[config.mk]
export PLATFORM = sky130hd
export DESIGN_NAME = dma_channel_register_block_top
export DESIGN_NICKNAME = d
export VERILOG_FILES = /design/src/hdl/dcrb_pkg.sv /design/src/hdl/dcrb_core.sv /design/src/hdl/dma_channel_register_block_top.sv
export SDC_FILE = /design/constraint.sdc
export NUM_CORES = 1
export LEC_CHECK = 0
export ABC_CLOCK_PERIOD_IN_PS = 16000
export BUFFER_PORTS_ARGS = -buffer_cell sky130_fd_sc_hd__buf_2
export CAP_MARGIN = 10
export CORE_MARGIN = 3
export CORE_UTILIZATION = 25
export CTS_CLUSTER_DIAMETER = 100
export DETAILED_ROUTE_END_ITERATION = 8
export PLACE_DENSITY_LB_ADDON = 0.15
export SYNTH_ARGS = -nofsm -noshare
export SYNTH_HDL_FRONTEND = slang
export SYNTH_SLANG_ARGS = --single-unit
[constraint.sdc]
create_clock -name clk -period 16 [get_ports clk]
set_input_delay 1.6 -clock clk [delete_from_list [all_inputs] [get_ports clk]]
set_output_delay 1.6 -clock clk [all_outputs]
set_load 0.01 [all_outputs]
[src/hdl/dcrb_pkg.sv]
// Package for the DMA channel register block: item/result types and constants.
// No dependencies; used by dcrb_core and dma_channel_register_block_top.
`default_nettype none

package dcrb_pkg;

  localparam logic [1:0] FUNC_READ  = 2'd0;
  localparam logic [1:0] FUNC_WRITE = 2'd1;
  localparam logic [1:0] FUNC_DISK  = 2'd2;

  localparam logic [3:0] PORT_STATUS = 4'd8;

  localparam logic [1:0] CH_DISK = 2'd0;
  localparam logic [1:0] CH_TERM = 2'd3;

  localparam logic [7:0]  BIT_TERM = 8'h08;
  localparam logic [7:0]  BIT_DISK = 8'h01;
  localparam logic [15:0] COUNT_RELOAD = 16'h3fff;

  typedef struct packed {
    logic [15:0] offered_bytes;
    logic        to_memory;
    logic [7:0]  write_data;
    logic [3:0]  port;
    logic [1:0]  func;
  } item_t;

  typedef struct packed {
    logic        irq_request;
    logic [14:0] xfer_length;
    logic [15:0] xfer_address;
    logic [1:0]  xfer_channel;
    logic        xfer_done;
    logic [7:0]  read_data;
  } result_t;

endpackage

`default_nettype wire

[src/hdl/dcrb_core.sv]
// Register state and single-pass update logic of the DMA channel register block.
// Depends on dcrb_pkg.
`default_nettype none

module dcrb_core (
  input  wire logic             clk,
  input  wire logic             rst,
  input  wire logic             en,
  input  wire dcrb_pkg::item_t  item,
  output dcrb_pkg::result_t     result
);

  logic [15:0] channel_address [4];
  logic [15:0] channel_count [4];
  logic [7:0]  mode_register;
  logic [7:0]  status_register;
  logic        write_high_flag;
  logic        read_high_flag;

  logic [15:0] channel_address_next [4];
  logic [15:0] channel_count_next [4];
  logic [7:0]  mode_register_next;
  logic [7:0]  status_register_next;
  logic        write_high_flag_next;
  logic        read_high_flag_next;

  logic [1:0]  ch;
  logic [15:0] sel_value;
  logic [14:0] disk_len;
  logic        fin;
  logic [1:0]  fin_ch;
  logic [7:0]  fin_bit;
  logic [14:0] fin_len;

  assign ch        = item.port[2:1];
  assign sel_value = item.port[0] ? channel_count[ch] : channel_address[ch];
  assign disk_len  = {1'b0, channel_count[dcrb_pkg::CH_DISK][13:0]} + 15'd1;

  always_comb begin
    channel_address_next = channel_address;
    channel_count_next   = channel_count;
    mode_register_next   = mode_register;
    status_register_next = status_register;
    write_high_flag_next = write_high_flag;
    read_high_flag_next  = read_high_flag;
    result               = '0;
    fin                  = 1'b0;
    fin_ch               = dcrb_pkg::CH_DISK;
    fin_bit              = dcrb_pkg::BIT_DISK;

    case (item.func)
      dcrb_pkg::FUNC_READ: begin
        if (item.port == dcrb_pkg::PORT_STATUS) begin
          result.read_data     = status_register;
          status_register_next = '0;
          read_high_flag_next  = 1'b0;
        end else if (!item.port[3]) begin
          result.read_data    = read_high_flag ? sel_value[15:8] : sel_value[7:0];
          read_high_flag_next = !read_high_flag;
        end
      end
      dcrb_pkg::FUNC_WRITE: begin
        if (item.port == dcrb_pkg::PORT_STATUS) begin
          mode_register_next   = item.write_data;
          write_high_flag_next = 1'b0;
          read_high_flag_next  = 1'b0;
          if ((item.write_data & dcrb_pkg::BIT_TERM) != '0) begin
            fin     = 1'b1;
            fin_ch  = dcrb_pkg::CH_TERM;
            fin_bit = dcrb_pkg::BIT_TERM;
          end
        end else if (!item.port[3]) begin
          if (item.port[0]) begin
            if (write_high_flag) channel_count_next[ch][15:8] = item.write_data;
            else                 channel_count_next[ch][7:0]  = item.write_data;
          end else begin
            if (write_high_flag) channel_address_next[ch][15:8] = item.write_data;
            else                 channel_address_next[ch][7:0]  = item.write_data;
          end
          write_high_flag_next = !write_high_flag;
        end
      end
      dcrb_pkg::FUNC_DISK: begin
        if ((mode_register & dcrb_pkg::BIT_DISK) != '0 &&
            (!item.to_memory || item.offered_bytes >= {1'b0, disk_len})) begin
          fin = 1'b1;
        end
      end
      default: begin
      end
    endcase

    fin_len = {1'b0, channel_count[fin_ch][13:0]} + 15'd1;

    if (fin) begin
      result.xfer_done            = 1'b1;
      result.xfer_channel         = fin_ch;
      result.xfer_address         = channel_address[fin_ch];
      result.xfer_length          = fin_len;
      result.irq_request          = 1'b1;
      channel_address_next[fin_ch] = channel_address[fin_ch] + {1'b0, fin_len};
      channel_count_next[fin_ch]   = dcrb_pkg::COUNT_RELOAD;
      mode_register_next           = mode_register_next & ~fin_bit;
      status_register_next         = status_register_next | fin_bit;
    end
  end

  always_ff @(posedge clk) begin
    if (rst) begin
      for (int i = 0; i < 4; i++) begin
        channel_address[i] <= '0;
        channel_count[i]   <= '0;
      end
      mode_register   <= '0;
      status_register <= '0;
      write_high_flag <= 1'b0;
      read_high_flag  <= 1'b0;
    end else if (en) begin
      channel_address <= channel_address_next;
      channel_count   <= channel_count_next;
      mode_register   <= mode_register_next;
      status_register <= status_register_next;
      write_high_flag <= write_high_flag_next;
      read_high_flag  <= read_high_flag_next;
    end
  end

endmodule

`default_nettype wire

[src/hdl/dma_channel_register_block_top.sv]
// DMA channel register block: input register, update core, result register.
// Path: input register, then result register; one item per cycle unless m_tready stalls the output.
// Each item is applied to the channel state in the cycle it leaves the input register.
// A held result stalls the input register; s_tready drops while both are full.
// rst (synchronous) clears all channel, mode, status and flip-flop state.
// Depends on dcrb_pkg and dcrb_core.
`default_nettype none

module dma_channel_register_block_top (
  input  wire logic        clk,
  input  wire logic        rst,
  input  wire logic        s_tvalid,
  output logic             s_tready,
  input  wire logic [31:0] s_tdata,  // port[3:0], write_data[11:4], to_memory[12],
                                     // offered_bytes[28:13], zero[31:29]
  input  wire logic [1:0]  s_tuser,  // func[1:0]
  output logic             m_tvalid,
  input  wire logic        m_tready,
  output logic [47:0]      m_tdata   // read_data[7:0], xfer_done[8], xfer_channel[10:9],
                                     // xfer_address[26:11], xfer_length[41:27],
                                     // irq_request[42], zero[47:43]
);

  logic              in_valid;
  dcrb_pkg::item_t   in_item;
  logic              out_valid;
  dcrb_pkg::result_t out_result;
  dcrb_pkg::result_t core_result;
  logic              advance;
  logic              process;

  assign advance  = !out_valid || m_tready;
  assign process  = in_valid && advance;
  assign s_tready = !in_valid || advance;

  always_ff @(posedge clk) begin
    if (rst) begin
      in_valid  <= 1'b0;
      out_valid <= 1'b0;
    end else begin
      if (s_tready) in_valid <= s_tvalid;
      if (advance)  out_valid <= in_valid;
    end
  end

  always_ff @(posedge clk) begin
    if (s_tready && s_tvalid) begin
      in_item <= {s_tdata[28:0], s_tuser};
    end
    if (process) begin
      out_result <= core_result;
    end
  end

  dcrb_core u_core (
    .clk    (clk),
    .rst    (rst),
    .en     (process),
    .item   (in_item),
    .result (core_result)
  );

  assign m_tvalid = out_valid;
  assign m_tdata  = {5'd0, out_result};

endmodule

`default_nettype wire

Word level (Yosys, flattened, before mapping):

Index checks and enable logic that the tools add are counted.

* flip-flop bits (word level): 222
* input bits: 38
* output and inout bits: 50
* logic and storage cells: 126

* add/subtract/negate cells: 3
* magnitude comparators: 5
* eq/ne operators: 6
* multiplexer cells: 62
* bitwise operators: 8
* reductions and logical operators: 17

Operator list (number)
* 2-to-1 mux 64 bit: 12
* bitwise mux 64 bit: 5
* 2-to-1 mux 16 bit: 9
* binary-select mux 16 bit (select 2 bit): 4
* demux 16 bit (select 2 bit): 3
* 2-to-1 mux 8 bit: 12
* bitwise OR 56 bit: 1
* 2-to-1 mux 35 bit: 1
* adder 14 x 1 -> 15 bit, second input constant: 2
* 2-to-1 mux 14 bit: 2
* adder 16 x 15 -> 16 bit: 1
* bitwise AND 8 bit: 2
* greater-or-equal comparator 16 x 15 -> 1 bit: 1
* NOT 8 bit: 2
* 2-to-1 mux 1 bit: 8
* bitwise OR 8 bit: 1
* greater-or-equal comparator 3 bit, second input constant: 2
* less-than comparator 3 x 1 -> 1 bit, second input constant: 2
* 2-to-1 mux 2 bit: 3
* NOT 2 -> 3 bit: 2
* logical AND 1 bit: 5
* logical NOT 1 bit: 5
* == test 4 bit, second input constant: 1
* 2-to-1 mux 4 bit: 1
* 10 further kinds: 14

Longest topological paths before layout:

* word-level depth: 13
* gate-level depth with buffers: 28
* mapped depth without buffers: 23

Hierarchy:

Synthesis repeated with hierarchy kept, for this count alone.

* cells, all modules: 1091
* area total of the unflattened synthesis: 11026.8 sq um

Modules (own cells, without submodules)
* dcrb_core: instances 1, cells each 1001, area an instance 8659.6 sq um, sequential area each 2662.6 sq um
* dma_channel_register_block_top: instances 1, cells each 90, area an instance 2367.3 sq um, sequential area each 2262.2 sq um

Worst setup path after synthesis:

No wires, ideal clock.

* kind: reg2reg
* from: register in_item[2] in the netlist's numbering
* to: register u_core.channel_address[63] in the netlist's numbering
* library setup time: 0.122 ns
* arrival time: 5.358 ns
* required time: 15.878 ns
* setup slack: 10.520 ns
* cell stages (with the launch flop): 27
* path buffers: 5
* period minus slack after synthesis: 5.480 ns
* cell sequence: edfxtp_1 -> buf_2 -> nor4b_4 -> and3_1 -> buf_6 -> clkbuf_1 -> buf_1 -> clkbuf_1 -> nand2_1 -> o21ai_0 -> ha_1 -> inv_1 -> nor2_1 -> nand2_1 -> xnor2_1 -> nand2_1 -> o21ai_0 -> ha_1 -> nor2_1 -> nor3_1 -> a221oi_1 -> a21o_1 -> and2_1 -> o31ai_4 -> a221oi_2 -> a2111oi_2 -> a311o_1

* longest elaborated chain between the ends: 11
* elaborated cells between the ends (all ways): 25
* classes of those cells: add/sub: 2; order compare: 2; eq/ne: 1; mux: 18; bitwise: 1; reduce/logical: 1

Ends and longest elaborated chain
* start: declaration: line dma_channel_register_block_top.sv:25 `dcrb_pkg::item_t in_item;`
* start signal: assignment: line dma_channel_register_block_top.sv:48 `in_item <= {s_tdata[28:0], s_tuser};`
* == test 4 bit: line dcrb_core.sv:63 `if (item.port == dcrb_pkg::PORT_STATUS) begin`
* 2-to-1 mux 2 bit: line dcrb_core.sv:63
* 2-to-1 mux 2 bit: line dcrb_core.sv:51 `case (item.func)`
* NOT 2 -> 3 bit (implied by the code): line dcrb_core.sv:93 `fin_len = {1'b0, channel_count[fin_ch][13:0]} + 15'd1;`
* binary-select mux 16 bit (select 2 bit): line dcrb_core.sv:93
* 2-to-1 mux 14 bit (implied by the code) (2 in series): line dcrb_core.sv:93
* adder 14 x 1 -> 15 bit: line dcrb_core.sv:93
* named net u_core.fin_len[4]: line dcrb_core.sv:33 `logic [14:0] fin_len;`
* adder 16 x 15 -> 16 bit: line dcrb_core.sv:101 `channel_address_next[fin_ch] = channel_address[fin_ch] + {1'b0, fin_len};`
* bitwise mux 64 bit: line dcrb_core.sv:101
* 2-to-1 mux 64 bit: line dcrb_core.sv:95 `if (fin) begin`
* end signal: assignment: line dcrb_core.sv:119 `channel_address <= channel_address_next;`
* end: declaration: line dcrb_core.sv:13 `logic [15:0] channel_address [4];`

The timed path passes the listed nets, and every way through them passes these cells. The select of a mux whose other input is x is not followed.
A chain may end at the register's enable or synchronous reset.

Final worst setup path:

* from: register in_item[4] in the netlist's numbering
* to: register u_core.channel_address[63] in the netlist's numbering

Same word-level chain as after synthesis.

==> impl_metrics.toml <==
[timing]
period_share = 0.426
worstMarginPinSlew_ns = 1.20
grt_setup_unrepaired = "no"
relSlewSlack = 0.199
hold_viol = 0
fmax_ghz = 0.147
finalWorstSetupSlack_ns = 9.18
finalMaxSlewViolations = 0
setup_viol = 0
min_period_ns = 6.82
setup_tns_ns = 0
finClkSkew_ns = 0.0165

[finish]
drive_above_1_share = 0.174
multi_input_area_um2 = 5710
area_growth_pct = 16.7
seq_area_um2 = 4860
fin_util = 0.296
final_common_cell = "nor2_1"
final_nets = 1222
fillCellCount = 4559
final_cell_mix = "nor2_1, dfxtp_1, nand2_1, mux2i_1, buf_2"

[floorplan]
core_area_um2 = 43300
io_pins = 88
num_rows = 76
die-height_um = 216
die-area_um2 = 46500
initial_core_util = 0.254
die_w_um = 216

[route]
vias_per_cell = 4.87
routedWlPerCell_um = 20.9
drt_iter0_markers = 512
remaining_drc_errors = 0
ant_nets = 0
vias = 8539
drt-total-wl_mm = 36.6
first_pass_iters = 5

[cts]
cts_tree = "yes"
cts_made_buffers = 25
root_buffer = "clkbuf_16"
cts_resized = 0
clk_latency_ns = 0.54
hold_buffers = 0
cts_setup_buffers = 0
cts.reportedPaths.clkPinSlew_ns = 0.06
htree_levels = 1
cts_buffer_depth = 3
cts_num_sinks = 207

[logic_synthesis]
ys_ff_latch = 207
ys_seq_area_frac = 0.443
yosysWarnings = 0
async_reset_ff_frac = 0
syn_inst = 1095
syn-cell-area_um2 = 11000
synth_flop_cell = "dfxtp_1"
synthDistinctLibCells = 68
synth-edff-count = 72
syn_area_per_cell_um2 = 10.0

[worst_setup_path]
critical_path.cell_chain = "buf_4 > nor4b_4 > and3_2 > buf_4 > nand2_1 > nand2_1 > ha_1 > inv_1 > nor2_1 > nand2_1 > xor2_1 > o21ai_0 > ha_1 > nor2_1 > nor3_1 > a221oi_1 > a21o_1 > and2_1 > o31ai_4 > a221oi_2 > a2111oi_2 > a311o_1"
rrSetupSlack_ns = 9.18
crit_path_max_incr_delay_ns = 0.66
path_max_fanout = 39
endpoint_kind = "flop"
cp_top_family = "compound AO/OA/AOI/OAI gates"
crit_path_start_kind = "flop"
ff2ff_path_depth = 22
arrival_ns = 7.24
crit_top_cell = "nand2_1"
critPathSlowestCell = "a221oi_1"
critPathBufInv = 3
cp.depth = 22
endpoint = "u_core.channel_address[63]"
rr_startpoint = "in_item[4]"
r2r-end = "u_core.channel_address[63]"
crit_required_ns = 16.42
setup.worst_path.start = "in_item[4]"
criticalPathCategory = "flop to flop"

[grt]
grt_max_degree = 80
grt.total_usage = 0.154
grt_pass1_wl_mm = 54.6
gr-total-overflow = 0
grt_pass1_vias = 8159
antenna_found_initial = 0

[power_and_ir_drop]
p_leak_nw = 4.48
ir_drop_v = 0.0000665
power_w = 0.00121
power_density_nw_per_um2 = 94.2

[placement]
globalplace.congestion = 0.820
place_ws_ns = 9.31
portBuffers = 79
dp_hpwl_mm = 25.9

[hold_path]
hold_path_class = "flop to flop"

[flow_run]
maxCapViolCount = 0

[run_status]
status = "finished clean"
[stage by stage]
step	cells	hold slack (ns)	area (µm²)
5_1_grt	1751	0.492	12800
3_5_place_dp	1706	0.456	12000
3_3_place_gp	1706	0.454	12000
2_1_floorplan	1099	0.437	11000
4_1_cts	1751	0.465	12800
6_report	1752	0.464	12800
[logic make-up after synthesis]
group           Yosys count  synth area share
simple gates            382             0.158
flops                   207             0.443
compound gates          186             0.113
mux                     135             0.169
buf+inv                 103            0.0392
xor+xnor                 44            0.0351
fa+ha+maj                37            0.0426
other cells               1          0.000341
[worst min-delay path: cells and delay by family (launching register included)]
kind	cells	cell delay [ns]
AOI/OAI and AO/OA	1	0.05
DFF	1	0.31
and+or+nand+nor	1	0.05
[worst min path at each step]
stage,startpoint,endpoint,slack [ns],cells past startpoint
detailed placement,u_core.status_register[0],u_core.status_register[0],0.46,2
floorplan,u_core.status_register[0],u_core.status_register[0],0.44,2
global route,u_core.status_register[3],u_core.status_register[3],0.49,2
CTS,u_core.status_register[0],u_core.status_register[0],0.46,2
global placement,u_core.status_register[0],u_core.status_register[0],0.45,2
finish,u_core.status_register[0],u_core.status_register[0],0.46,2
[final cells by class]
class	instances	area share
Multi-Input combinational cell	789	0.445
Clock inverter	9	0.00596
Timing Repair Buffer	101	0.0439
Inverter	24	0.00703
Sequential cell	207	0.380
Tap cell	585	0.0571
Antenna cell	1	0.000195
Clock buffer	36	0.0609
[routing by layer]
metal,part of all wire,track usage,wire length (µm)
met5,0,0,0
met4,0.020,0.0353,740
met3,0.051,0.0283,1870
met2,0.44,0.235,16300
met1,0.48,0.227,17700
[cells in the mapped netlist (24+ instances only)]
| master | n | share of area |
|---|---|---|
| nand2_1 | 100 | 0.034 |
| inv_1 | 24 | 0.0082 |
| a21oi_1 | 58 | 0.026 |
| o22ai_1 | 33 | 0.019 |
| nor3_1 | 28 | 0.013 |
| dfxtp_1 | 135 | 0.25 |
| ha_1 | 35 | 0.040 |
| mux4_2 | 40 | 0.082 |
| nor2_1 | 156 | 0.053 |
| mux2i_1 | 93 | 0.085 |
| xnor2_1 | 25 | 0.020 |
| clkbuf_1 | 57 | 0.019 |
| edfxtp_1 | 72 | 0.20 |
[power breakdown]
group	leakage [nW]	switching (W)	internal, W
logic	2.28	0.0000383	0.0000184
clock network	0.426	0.000233	0.000355
registers	1.77	0.00000835	0.000554
total	4.48	0.000280	0.000927
(Power assumes the default switching activity.)
